`config.mk`:
```
export PLATFORM = sky130hd
export DESIGN_NAME = circular_deque
export DESIGN_NICKNAME = d
export VERILOG_FILES = /design/src/hw/rtl/cdq_pkg.sv /design/src/hw/rtl/cdq_store.sv /design/src/hw/rtl/circular_deque.sv
export SDC_FILE = /design/constraint.sdc
export NUM_CORES = 2
export LEC_CHECK = 0
export BUFFER_PORTS_ARGS = -buffer_cell sky130_fd_sc_hd__buf_2
export CORE_ASPECT_RATIO = 2
export CORE_MARGIN = 5
export CORE_UTILIZATION = 56
export DETAILED_ROUTE_END_ITERATION = 10
export GPL_TIMING_DRIVEN = 0
export PLACE_DENSITY = 0.77
export SYNTH_ARGS = -nofsm -noshare
export SYNTH_HDL_FRONTEND = slang
export SYNTH_SLANG_ARGS = --single-unit
```
`constraint.sdc`:
```
create_clock -name clk -period 9.4 [get_ports clk]
set_input_delay 1.88 -clock clk [delete_from_list [all_inputs] [get_ports clk]]
set_output_delay 1.88 -clock clk [all_outputs]
set_load 0.05 [all_outputs]
```
`src/hw/rtl/cdq_pkg.sv`:
```
// cdq_pkg: shared widths, codes, port bundles and index helpers for the circular deque.
// No dependencies; used by circular_deque, cdq_store and cdq_checker.
package cdq_pkg;

	localparam int SLOTS  = 64;
	localparam int IDX_W  = (SLOTS > 1) ? $clog2(SLOTS) : 1;
	localparam int DATA_W = 32;

	typedef enum logic [2:0] {
		ACT_ADD_L   = 3'd0,
		ACT_ADD_R   = 3'd1,
		ACT_DEL_L   = 3'd2,
		ACT_DEL_R   = 3'd3,
		ACT_PEEK_L  = 3'd4,
		ACT_PEEK_R  = 3'd5,
		ACT_IS_EMPT = 3'd6,
		ACT_IS_FULL = 3'd7
	} action_t;

	typedef enum logic [2:0] {
		KIND_VALUE     = 3'd0,
		KIND_FULL      = 3'd1,
		KIND_EMPTY     = 3'd2,
		KIND_YES       = 3'd3,
		KIND_NO        = 3'd4,
		KIND_NONE_LEFT = 3'd5
	} kind_t;

	typedef struct packed {
		logic              en;
		logic [IDX_W-1:0]  addr;
		logic [DATA_W-1:0] data;
	} wr_req_t;

	typedef struct packed {
		logic             en;
		logic [IDX_W-1:0] addr;
	} rd_req_t;

	function automatic logic [IDX_W-1:0] wrap_up(input logic [IDX_W-1:0] i);
		logic [IDX_W-1:0] r;
		if (i == IDX_W'(SLOTS - 1)) r = '0;
		else r = i + IDX_W'(1);
		return r;
	endfunction

	function automatic logic [IDX_W-1:0] wrap_down(input logic [IDX_W-1:0] i);
		logic [IDX_W-1:0] r;
		if (i == '0) r = IDX_W'(SLOTS - 1);
		else r = i - IDX_W'(1);
		return r;
	endfunction

	// held values: (tail - head) mod SLOTS, never above SLOTS-1
	function automatic logic [IDX_W-1:0] occupancy(input logic [IDX_W-1:0] head,
			input logic [IDX_W-1:0] tail);
		logic [IDX_W:0] d;
		if (tail >= head) d = {1'b0, tail} - {1'b0, head};
		else d = {1'b0, tail} + (IDX_W+1)'(SLOTS) - {1'b0, head};
		return d[IDX_W-1:0];
	endfunction

endpackage

```
`src/hw/rtl/cdq_store.sv`:
```
// cdq_store: value store of the deque, one write and one read port, registered read data.
// Depends on cdq_pkg.
module cdq_store (
	input  logic                        clk,
	input  cdq_pkg::wr_req_t            wr,
	input  cdq_pkg::rd_req_t            rd,
	output logic [cdq_pkg::DATA_W-1:0]  rd_data
);

	logic [cdq_pkg::DATA_W-1:0] mem [cdq_pkg::SLOTS];
	logic [cdq_pkg::DATA_W-1:0] rd_data_q;

	always_ff @(posedge clk) begin
		if (wr.en) begin
			mem[wr.addr] <= wr.data;
		end
		if (rd.en) begin
			rd_data_q <= mem[rd.addr];
		end
	end

	assign rd_data = rd_data_q;

endmodule

```
`src/hw/rtl/circular_deque.sv`:
```
// circular_deque: top level of the double-ended queue of signed 32-bit values.
// Depends on cdq_pkg and cdq_store.
//
// channel   direction  transfer when        ports
// request   in         start && !busy       action, value
// result    out        strobe (each cycle)  kind, value_res, last
//
// Timing:
// - is-empty, is-full and any refused or empty-listing request answer in the cycle after
//   the transfer; busy stays low, so a request can follow every cycle.
// - peek reads the store in ST_RUN; the result follows the registered read data, with busy high in ST_RUN.
// - a successful add or delete lists the n held values, n up to SLOTS-1, one per cycle;
//   busy stays high while they are read, so no new request is taken until the last value
//   is on the ports; the single store read port sets the one-per-cycle rate.
// - reset clears head and tail; store contents stay undefined, with no clearing pass.
// - results cannot be held off: each stands on the ports for exactly one cycle.
module circular_deque (
	input  logic                               clk,
	input  logic                               arst_n,
	input  logic                               start,
	input  logic [2:0]                         action,
	input  logic signed [cdq_pkg::DATA_W-1:0]  value,
	output logic                               busy,
	output logic                               strobe,
	output logic [2:0]                         kind,
	output logic signed [cdq_pkg::DATA_W-1:0]  value_res,
	output logic                               last
);

	typedef enum logic {
		ST_IDLE,
		ST_RUN
	} state_t;

	state_t                       state_q;
	logic [cdq_pkg::IDX_W-1:0]    head_q, tail_q;
	logic [cdq_pkg::IDX_W-1:0]    pos_q;   // next store slot to read
	logic [cdq_pkg::IDX_W-1:0]    rem_q;   // reads still to issue
	logic                         strobe_q, last_q, from_mem_q;
	cdq_pkg::kind_t               kind_q;

	cdq_pkg::wr_req_t             wr;
	cdq_pkg::rd_req_t             rd;
	logic [cdq_pkg::DATA_W-1:0]   rd_data;

	// decode of a request in the idle state
	logic                         accept;
	logic                         empty_w, full_w;
	logic                         dec_run, dec_list;
	cdq_pkg::kind_t               dec_kind;
	logic [cdq_pkg::IDX_W-1:0]    nh, nt, cnt_w;
	logic [cdq_pkg::IDX_W-1:0]    dec_pos, dec_cnt;

	assign accept  = start && (state_q == ST_IDLE);
	assign empty_w = (head_q == tail_q);
	assign full_w  = (head_q == cdq_pkg::wrap_up(tail_q));

	always_comb begin
		nh       = head_q;
		nt       = tail_q;
		dec_run  = 1'b0;
		dec_list = 1'b0;
		dec_kind = cdq_pkg::KIND_VALUE;
		dec_pos  = '0;
		dec_cnt  = '0;
		wr.en    = 1'b0;
		wr.addr  = head_q;
		wr.data  = value;
		case (cdq_pkg::action_t'(action))
			cdq_pkg::ACT_ADD_L: begin
				if (full_w) begin
					dec_kind = cdq_pkg::KIND_FULL;
				end else begin
					wr.en    = accept;
					wr.addr  = head_q;
					nh       = cdq_pkg::wrap_down(head_q);
					dec_list = 1'b1;
				end
			end
			cdq_pkg::ACT_ADD_R: begin
				if (full_w) begin
					dec_kind = cdq_pkg::KIND_FULL;
				end else begin
					nt       = cdq_pkg::wrap_up(tail_q);
					wr.en    = accept;
					wr.addr  = nt;
					dec_list = 1'b1;
				end
			end
			cdq_pkg::ACT_DEL_L: begin
				if (empty_w) begin
					dec_kind = cdq_pkg::KIND_EMPTY;
				end else begin
					nh       = cdq_pkg::wrap_up(head_q);
					dec_list = 1'b1;
				end
			end
			cdq_pkg::ACT_DEL_R: begin
				if (empty_w) begin
					dec_kind = cdq_pkg::KIND_EMPTY;
				end else begin
					nt       = cdq_pkg::wrap_down(tail_q);
					dec_list = 1'b1;
				end
			end
			cdq_pkg::ACT_PEEK_L: begin
				if (empty_w) begin
					dec_kind = cdq_pkg::KIND_EMPTY;
				end else begin
					dec_run = 1'b1;
					dec_pos = cdq_pkg::wrap_up(head_q);
					dec_cnt = cdq_pkg::IDX_W'(1);
				end
			end
			cdq_pkg::ACT_PEEK_R: begin
				if (empty_w) begin
					dec_kind = cdq_pkg::KIND_EMPTY;
				end else begin
					dec_run = 1'b1;
					dec_pos = tail_q;
					dec_cnt = cdq_pkg::IDX_W'(1);
				end
			end
			cdq_pkg::ACT_IS_EMPT: begin
				dec_kind = empty_w ? cdq_pkg::KIND_YES : cdq_pkg::KIND_NO;
			end
			cdq_pkg::ACT_IS_FULL: begin
				dec_kind = full_w ? cdq_pkg::KIND_YES : cdq_pkg::KIND_NO;
			end
			default: begin
				dec_kind = cdq_pkg::KIND_NO;
			end
		endcase

		// listing after a change: all held values from the new left end
		cnt_w = cdq_pkg::occupancy(nh, nt);
		if (dec_list) begin
			if (cnt_w == '0) begin
				dec_kind = cdq_pkg::KIND_NONE_LEFT;
			end else begin
				dec_run = 1'b1;
				dec_pos = cdq_pkg::wrap_up(nh);
				dec_cnt = cnt_w;
			end
		end
	end

	// reads start the cycle after the transfer, so a fresh write is never read in its own cycle
	assign rd.en   = (state_q == ST_RUN);
	assign rd.addr = pos_q;

	always_ff @(posedge clk or negedge arst_n) begin
		if (!arst_n) begin
			state_q    <= ST_IDLE;
			head_q     <= '0;
			tail_q     <= '0;
			pos_q      <= '0;
			rem_q      <= '0;
			strobe_q   <= 1'b0;
			last_q     <= 1'b0;
			from_mem_q <= 1'b0;
			kind_q     <= cdq_pkg::KIND_VALUE;
		end else begin
			case (state_q)
				ST_IDLE: begin
					strobe_q   <= 1'b0;
					from_mem_q <= 1'b0;
					if (accept) begin
						head_q <= nh;
						tail_q <= nt;
						if (dec_run) begin
							pos_q   <= dec_pos;
							rem_q   <= dec_cnt;
							state_q <= ST_RUN;
						end else begin
							// answer without touching the store
							strobe_q <= 1'b1;
							last_q   <= 1'b1;
							kind_q   <= dec_kind;
						end
					end
				end
				ST_RUN: begin
					strobe_q   <= 1'b1;
					from_mem_q <= 1'b1;
					kind_q     <= cdq_pkg::KIND_VALUE;
					last_q     <= (rem_q == cdq_pkg::IDX_W'(1));
					pos_q      <= cdq_pkg::wrap_up(pos_q);
					rem_q      <= rem_q - cdq_pkg::IDX_W'(1);
					if (rem_q == cdq_pkg::IDX_W'(1)) begin
						state_q <= ST_IDLE;
					end
				end
				default: begin
					state_q <= ST_IDLE;
				end
			endcase
		end
	end

	cdq_store u_store (
		.clk     (clk),
		.wr      (wr),
		.rd      (rd),
		.rd_data (rd_data)
	);

	assign busy      = (state_q != ST_IDLE);
	assign strobe    = strobe_q;
	assign kind      = kind_q;
	assign last      = last_q;
	assign value_res = from_mem_q ? $signed(rd_data) : '0;

endmodule

```
== After elaboration in Yosys (flattened, before gate mapping) ==
Memories as Yosys holds them, arrays and structs flattened. A register that Yosys moved wholly into a read port is not among the register bits.
Cells that the tools add are included.

* Equal/unequal tests: 17
* Bitwise gates (word level): 1
* $lt $le $gt $ge: 1
* Reduce and logical (&&, ||, !) cells: 12
* Add/subtract/negate cells: 10
* Mux-type cells: 61

{| class="wikitable"
|+ Operator list
! kind !! count
|-
| 6-bit 2-to-1 mux || 21
|-
| 6-bit case mux with 2 select lines || 5
|-
| 32-bit 2-to-1 mux || 1
|-
| 6-bit by 1-bit adder with 6-bit output, second input constant || 5
|-
| 6-bit == test, second input constant || 4
|-
| 6-bit zero test || 3
|-
| 3-bit 2-to-1 mux || 6
|-
| 6-bit by 1-bit subtractor with 6-bit output, second input constant || 3
|-
| 1-bit 2-to-1 mux || 17
|-
| 7-bit 2-to-1 mux || 2
|-
| 7-bit case mux with 2 select lines || 1
|-
| 3-bit == test, second input constant || 4
|-
| 6-bit == test || 2
|-
| 3-bit case mux with 4 select lines || 1
|-
| 6-bit subtractor || 2
|-
| 1-bit case mux with 2 select lines || 5
|-
| 3-bit by 2-bit == test with 1-bit output, second input constant || 2
|-
| 6-bit by 1-bit == test with 1-bit output, second input constant || 1
|-
| 6-bit greater-or-equal comparator || 1
|-
| 2-bit inequality test, second input constant || 3
|-
| 3-bit case mux with 2 select lines || 1
|-
| 2-bit AND reduction || 3
|-
| 2-bit OR reduction || 3
|-
| 4-bit OR reduction || 1
|-
| 5 further kinds || 5
|}

* Register bits after elaboration: 31
* Memory bits (writable): 2048
* Memories: 1

{| class="wikitable"
|+ Memories
! name !! words !! bits a word !! read ports !! clocked after Yosys merged registers in !! wr ports !! line !! text
|-
| u_store.mem || 64 || 32 || 1 || 1 || 1 || cdq_store.sv:10 || <nowiki>logic [cdq_pkg::DATA_W-1:0] mem [cdq_pkg::SLOTS];</nowiki>
|}

== Longest topological paths before layout ==
* Depth in word-level cells: 14
* Mapped depth: 25

== Modules after synthesis ==
Synthesis repeated with hierarchy kept, for this count alone.

* Cells, all modules: 3822
* Area, all modules: 82579.2 µm²

{| class="wikitable"
|+ Modules (own cells, without submodules)
! module !! seq. area each (µm²) !! area each (µm²) !! cells an instance !! times used
|-
| cdq_store || 62459.9 || 78835.6 || 3324 || 1
|-
| circular_deque || 775.7 || 3743.6 || 498 || 1
|}

== Least setup slack after synthesis ==
No wires, ideal clock.

* Kind: input-to-reg
* From: in action[0]
* To: reg pos_q[4] (netlist name)
* Cell stages on the path: 19
* Data arrival time: 5606 ps
* Path buffers: 3
* Path slack: 3691 ps
* Path through: clkbuf_1 > nand2b_1 > clkbuf_1 > nor2_1 > nand2_1 > o21ai_0 > a21oi_1 > ha_1 > nor2b_1 > o21ai_0 > a21boi_0 > o21a_1 > or3_1 > mux2_4 > a211o_1 > and3_4 > buf_6 > and3_4 > o41ai_2

* Longest elaborated chain between the ends: 11
* Elaborated cells between the ends (all ways): 32
* Classes of those cells: add/sub: 4; order compare: 1; eq/ne: 7; mux: 14; reduce/logical: 6

{| class="wikitable"
|+ RTL lines
! what !! line !! text
|-
| start, declared || circular_deque.sv:21 || <nowiki>input logic [2:0] action,</nowiki>
|-
| 3-bit by 2-bit == test with 1-bit output / 3-bit by 1-bit == test with 1-bit output (equally long branches) || circular_deque.sv:69 || <nowiki>case (cdq_pkg::action_t'(action))</nowiki>
|-
| 6-bit case mux with 2 select lines * || circular_deque.sv:69 ||
|-
| net nt, one bit || circular_deque.sv:51 || <nowiki>logic [cdq_pkg::IDX_W-1:0] nh, nt, cnt_w;</nowiki>
|-
| 6-bit by 1-bit adder with 6-bit output || cdq_pkg.sv:59 || <nowiki>else d = {1'b0, tail} + (IDX_W+1)'(SLOTS) - {1'b0, head};</nowiki>
|-
| 6-bit subtractor || cdq_pkg.sv:59 ||
|-
| 6-bit 2-to-1 mux * || cdq_pkg.sv:58 || <nowiki>if (tail >= head) d = {1'b0, tail} - {1'b0, head};</nowiki>
|-
| 6-bit zero test * || circular_deque.sv:138 || <nowiki>if (cnt_w == '0) begin</nowiki>
|-
| 6-bit 2-to-1 mux || circular_deque.sv:138 ||
|-
| 6-bit 2-to-1 mux || circular_deque.sv:137 || <nowiki>if (dec_list) begin</nowiki>
|-
| 6-bit 2-to-1 mux || circular_deque.sv:171 || <nowiki>if (dec_run) begin</nowiki>
|-
| 6-bit 2-to-1 mux || circular_deque.sv:168 || <nowiki>if (accept) begin</nowiki>
|-
| 6-bit case mux with 2 select lines || circular_deque.sv:164 || <nowiki>case (state_q)</nowiki>
|-
| end signal, assigned || circular_deque.sv:172 || <nowiki>pos_q <= dec_pos;</nowiki>
|-
| end signal, assigned || circular_deque.sv:188 || <nowiki>pos_q <= cdq_pkg::wrap_up(pos_q);</nowiki>
|-
| end, declared || circular_deque.sv:37 || <nowiki>logic [cdq_pkg::IDX_W-1:0] pos_q;</nowiki>
|}

The timed path passes the listed nets; every way through them passes the cells marked *. The select of a mux whose other input is x is not followed.
A chain may end at the register's enable or synchronous reset.

== Final worst setup path ==
* From: reg tail_q[0] (netlist name)
* To: reg pos_q[4] (netlist name)

* Elaborated cells between the ends (all ways): 39
* Classes of those cells: add/sub: 6; order compare: 1; eq/ne: 5; mux: 24; reduce/logical: 3

{| class="wikitable"
|+ RTL lines
! what !! line !! text
|-
| start, declared || circular_deque.sv:36 || <nowiki>logic [cdq_pkg::IDX_W-1:0] head_q, tail_q;</nowiki>
|-
| start signal, assigned || circular_deque.sv:170 || <nowiki>tail_q <= nt;</nowiki>
|-
| 6-bit by 1-bit adder with 6-bit output / 6-bit == test (equally long branches) || cdq_pkg.sv:43, cdq_pkg.sv:42 ||
|-
| 6-bit 2-to-1 mux || cdq_pkg.sv:42 || <nowiki>if (i == IDX_W'(SLOTS - 1)) r = '0;</nowiki>
|-
| 6-bit == test || circular_deque.sv:56 || <nowiki>assign full_w = (head_q == cdq_pkg::wrap_up(tail_q));</nowiki>
|-
| 6-bit 2-to-1 mux || circular_deque.sv:71 || <nowiki>if (full_w) begin</nowiki>
|-
| 6-bit case mux with 2 select lines * || circular_deque.sv:69 ||
|-
| net nh, one bit || circular_deque.sv:51 ||
|-
| 6-bit subtractor (tied with other cells) || cdq_pkg.sv:59 ||
|-
| 6-bit 2-to-1 mux || cdq_pkg.sv:58 ||
|-
| 6-bit zero test || circular_deque.sv:138 ||
|-
| 6-bit 2-to-1 mux || circular_deque.sv:138 ||
|-
| 6-bit 2-to-1 mux || circular_deque.sv:137 ||
|-
| 6-bit 2-to-1 mux || circular_deque.sv:171 ||
|-
| 6-bit 2-to-1 mux || circular_deque.sv:168 ||
|-
| 6-bit case mux with 2 select lines || circular_deque.sv:164 ||
|}

Marks and branches as above.

==> impl_metrics.ini <==
[critical_path]
critPathRequiredTime_ns = 10.10
cp_max_fo = 10
crit_arrival_ns = 7.37
worst_path_max_delay_cell = nor4_1
cp-start-kind = flip-flop
cp_cell_sequence = buf_2 -> inv_1 -> ha_1 -> xor2_1 -> a21oi_1 -> o211ai_1 -> nor4_1 -> buf_2 -> o21ai_0 -> a31oi_1 -> inv_1 -> ha_1 -> inv_1 -> fa_1 -> nor3b_1 -> or3b_2 -> a211o_1 -> and3_4 -> buf_6 -> and3_4 -> o41ai_2
cp_top_family = simple AND/OR/NAND/NOR gates
path_buf_inv = 6
critical_path_class = reg2reg
cpPeakStageDelay_ns = 0.82
cp_common_cell = inv_1
crit_path_end_kind = flip-flop

[routing]
drtAntennaViolNets = 0
firstDrtPassIters = 8
vias = 42450
routed_wl_mm = 246
drt_iter0_drc = 6605
vias_per_cell = 7.23
wire_per_inst_um = 42.0
drc = 0

[cts]
cts_buffer_depth = 4
cts_setup_buffers = 0
cts_tree = yes
cts_buffers = 169
clk_pin_slew_worst_paths_ns = 0.07
cts-resized-gates = 0
worst_skew_pair.late_latency_ns = 0.81
clock-sinks = 2111
htreeDepth = 4
ctsHoldBuffers = 0
clock-root-buffer = clkbuf_16

[sta]
slew_violations = 51
finalSetupTns_ns = 0
min_period_ns = 6.67
max_slew_margin_pct = -1.14
setup_viol_count_final = 0
setup_ws_ns = 2.73
grt_setup_unrepaired = false
fmax_mhz = 150
hold_violations = 0
fin_skew_ns = 0.0434
tightest_slew_ns = 1.52
period_share_pct = 70.9

[power]
pwr_density_cell_nw_per_um2 = 296
ir_drop_uv = 467
finalPower_mw = 27.4
p_leak_nw = 28.3

[floorplanning]
die_w_um = 281
io_pins = 76
rows = 199
die_y_um = 552
start_util_pct = 56.1
dieArea_um2 = 155000
core_um2 = 147000

[global_route]
overflow = 0
grt_pass1_vias = 42912
grtUsageTotal_pct = 31.6
grt_antenna_before_repair = 36
grt_max_degree = 65
grt_first_pass_wirelength_mm = 337

[yosys]
avgSynthCellArea_um2 = 23.5
netlist_instances = 3496
ys_async_sr_fraction_pct = 1.47
yosys_register_bits = 2111
yosysUniqueCellTypes = 75
yosysWarnings = 0
synth_fp_nets = 3550
synth_area_um2 = 82300
synth_edf_count = 2080
seq_area_frac_synth_pct = 76.8
synth_flop_cell = edfxtp_1

[finish]
drive_above_1_share_pct = 29.9
area_growth_pct = 12.4
nets = 3870

[min_path]
hold_path.class = reg2reg

[place]
gp_congestion = 0.948
post-place-ws_ns = 2.82
dp_hpwl_mm = 152
port_buffers = 74

[run]
maxCapViolations = 3

[run_status]
violations = capacitance limit, slew limit
status = finished, violations left
[metrics by stage]
step                      cell area, um^2  util (%)  std cells  hold slack [ns]
after CTS                           92200      62.9       5835            0.509
after detailed placement            86900      59.3       5546            0.493
after global placement              85000      58.0       5479            0.475
after global routing                92500      63.0       5848            0.525
after floorplan                     82300         -       3496            0.494
final                               92500      63.1       5868            0.499
[flip-flops by register name, summed over array words and instances, names as in the netlist]
register and flops:
u_store.mem 2048, u_store.rd_data 32, head_q 6, pos_q 6, rem_q 6, tail_q 6
kind 3, busy 1, from_mem_q 1, last 1, strobe 1
[final cells by class]
cell class | instances | area [um^2]
Fill cell | 8928 | 54100
Multi-Input combinational cell | 1170 | 18700
Timing Repair Buffer | 149 | 1950
Sequential cell | 2111 | 63200
Antenna cell | 25 | 62.6
Inverter | 19 | 71.3
Clock buffer | 196 | 4390
Tap cell | 1909 | 2390
Buffer | 196 | 787
Clock inverter | 93 | 931
[cell usage after synthesis (3+ instances only)]
| cell | count | share of area, % |
|---|---|---|
| a21boi_0 | 5 | 0.046 |
| a21o_1 | 3 | 0.027 |
| a21oi_1 | 33 | 0.20 |
| a221oi_1 | 4 | 0.043 |
| a22oi_1 | 3 | 0.027 |
| a31o_2 | 3 | 0.032 |
| a31oi_1 | 12 | 0.091 |
| a32oi_1 | 3 | 0.032 |
| and2_1 | 35 | 0.27 |
| and3_1 | 8 | 0.061 |
| and3_4 | 3 | 0.041 |
| buf_1 | 46 | 0.21 |
| buf_2 | 11 | 0.067 |
| buf_6 | 3 | 0.041 |
| clkbuf_1 | 134 | 0.61 |
| dfrtp_1 | 31 | 0.94 |
| edfxtp_1 | 2080 | 76 |
| ha_1 | 15 | 0.23 |
| inv_1 | 19 | 0.087 |
| mux2_2 | 5 | 0.068 |
| mux2i_1 | 13 | 0.16 |
| mux4_2 | 672 | 18 |
| nand2_1 | 60 | 0.27 |
| nand2b_1 | 5 | 0.038 |
| nand3_1 | 19 | 0.12 |
| nand4_1 | 5 | 0.038 |
| nor2_1 | 107 | 0.49 |
| nor3_1 | 11 | 0.067 |
| nor3b_1 | 12 | 0.11 |
| nor4_1 | 3 | 0.023 |
| o2111ai_1 | 4 | 0.043 |
| o211ai_1 | 4 | 0.036 |
| o21a_1 | 3 | 0.027 |
| o21ai_0 | 31 | 0.19 |
| o21ai_1 | 5 | 0.030 |
| o22ai_1 | 4 | 0.030 |
| o31ai_1 | 3 | 0.027 |
| or3_1 | 5 | 0.038 |
| or3b_2 | 3 | 0.032 |
| or4_1 | 3 | 0.027 |
| xnor2_1 | 14 | 0.15 |
| xor2_1 | 12 | 0.13 |
[worst register-to-register path: cells and delay by family, from the launching register on]
family                   cells  cell delay [ns]
AO/OA/AOI/OAI                6             1.62
XOR/XNOR                     1             0.19
adder cells (fa/ha/maj)      3             1.13
buffers and inverters        6             1.25
flip-flops                   1             0.41
AND/OR/NAND/NOR              5             1.99
[cell usage in the layout, fill, tap and decap left out, drive strengths merged, types with 4 or more instances in the layout]
cell,instances
edfxtp,2080
mux4,672
clkbuf,332
buf,209
nor2,107
nand2,60
clkinv,60
o21ai,36
and2,35
a21oi,34
dfrtp,31
diode,25
inv,23
nand3,21
bufinv,18
ha,15
xnor2,14
mux2i,13
a31oi,13
xor2,12
nor3b,12
nor3,11
clkinvlp,11
and3,11
a21boi,6
or3,6
mux2,6
nand2b,5
nand4,5
nor4,5
o2111ai,4
o211ai,4
o22ai,4
a221oi,4
or4,4
[report_power, final]
| part | internal [mW] | switching, mW | total (mW) | leakage (nW) |
|---|---|---|---|---|
| clock | 3.85 | 3.31 | 7.16 | 2.59 |
| combinational | 3.68 | 5.95 | 9.63 | 6.56 |
| sequential | 10.5 | 0.0755 | 10.6 | 19.1 |
[layer usage]
layer  wire length, um  GRT usage (%)
met5               115              0
met4             25900           25.0
met3             24800           7.05
met2            128000           54.3
met1             67800           33.0
[kinds of logic (layout without fill, tap and decap cells)]
| logic type | count (synthesis) | count (layout) | synth area share [%] |
|---|---|---|---|
| fa+ha+maj | 16 | 16 | 0.252 |
| compound gates | 146 | 146 | 1.20 |
| xor+xnor | 26 | 26 | 0.277 |
| flops | 2111 | 2111 | 76.8 |
| other cells | 0 | 25 | 0 |
| buf+inv | 215 | 653 | 1.03 |
| mux | 691 | 691 | 18.6 |
| simple gates | 291 | 291 | 1.75 |
[worst paths after layout]
check,depth (start not counted),to,startpoint,slack (ns)
worst max-delay path,21,pos_q[4],tail_q[0],2.73
worst min-delay path,1,last,last,0.50
worst max register to register,21,pos_q[4],tail_q[0],2.73
worst min register to register,1,last,last,0.50
max in group asynchronous,1,tail_q[3],arst_n,7.67
min in group asynchronous,1,from_mem_q,arst_n,1.16
No activity file was read; power rests on OpenSTA's default activity.
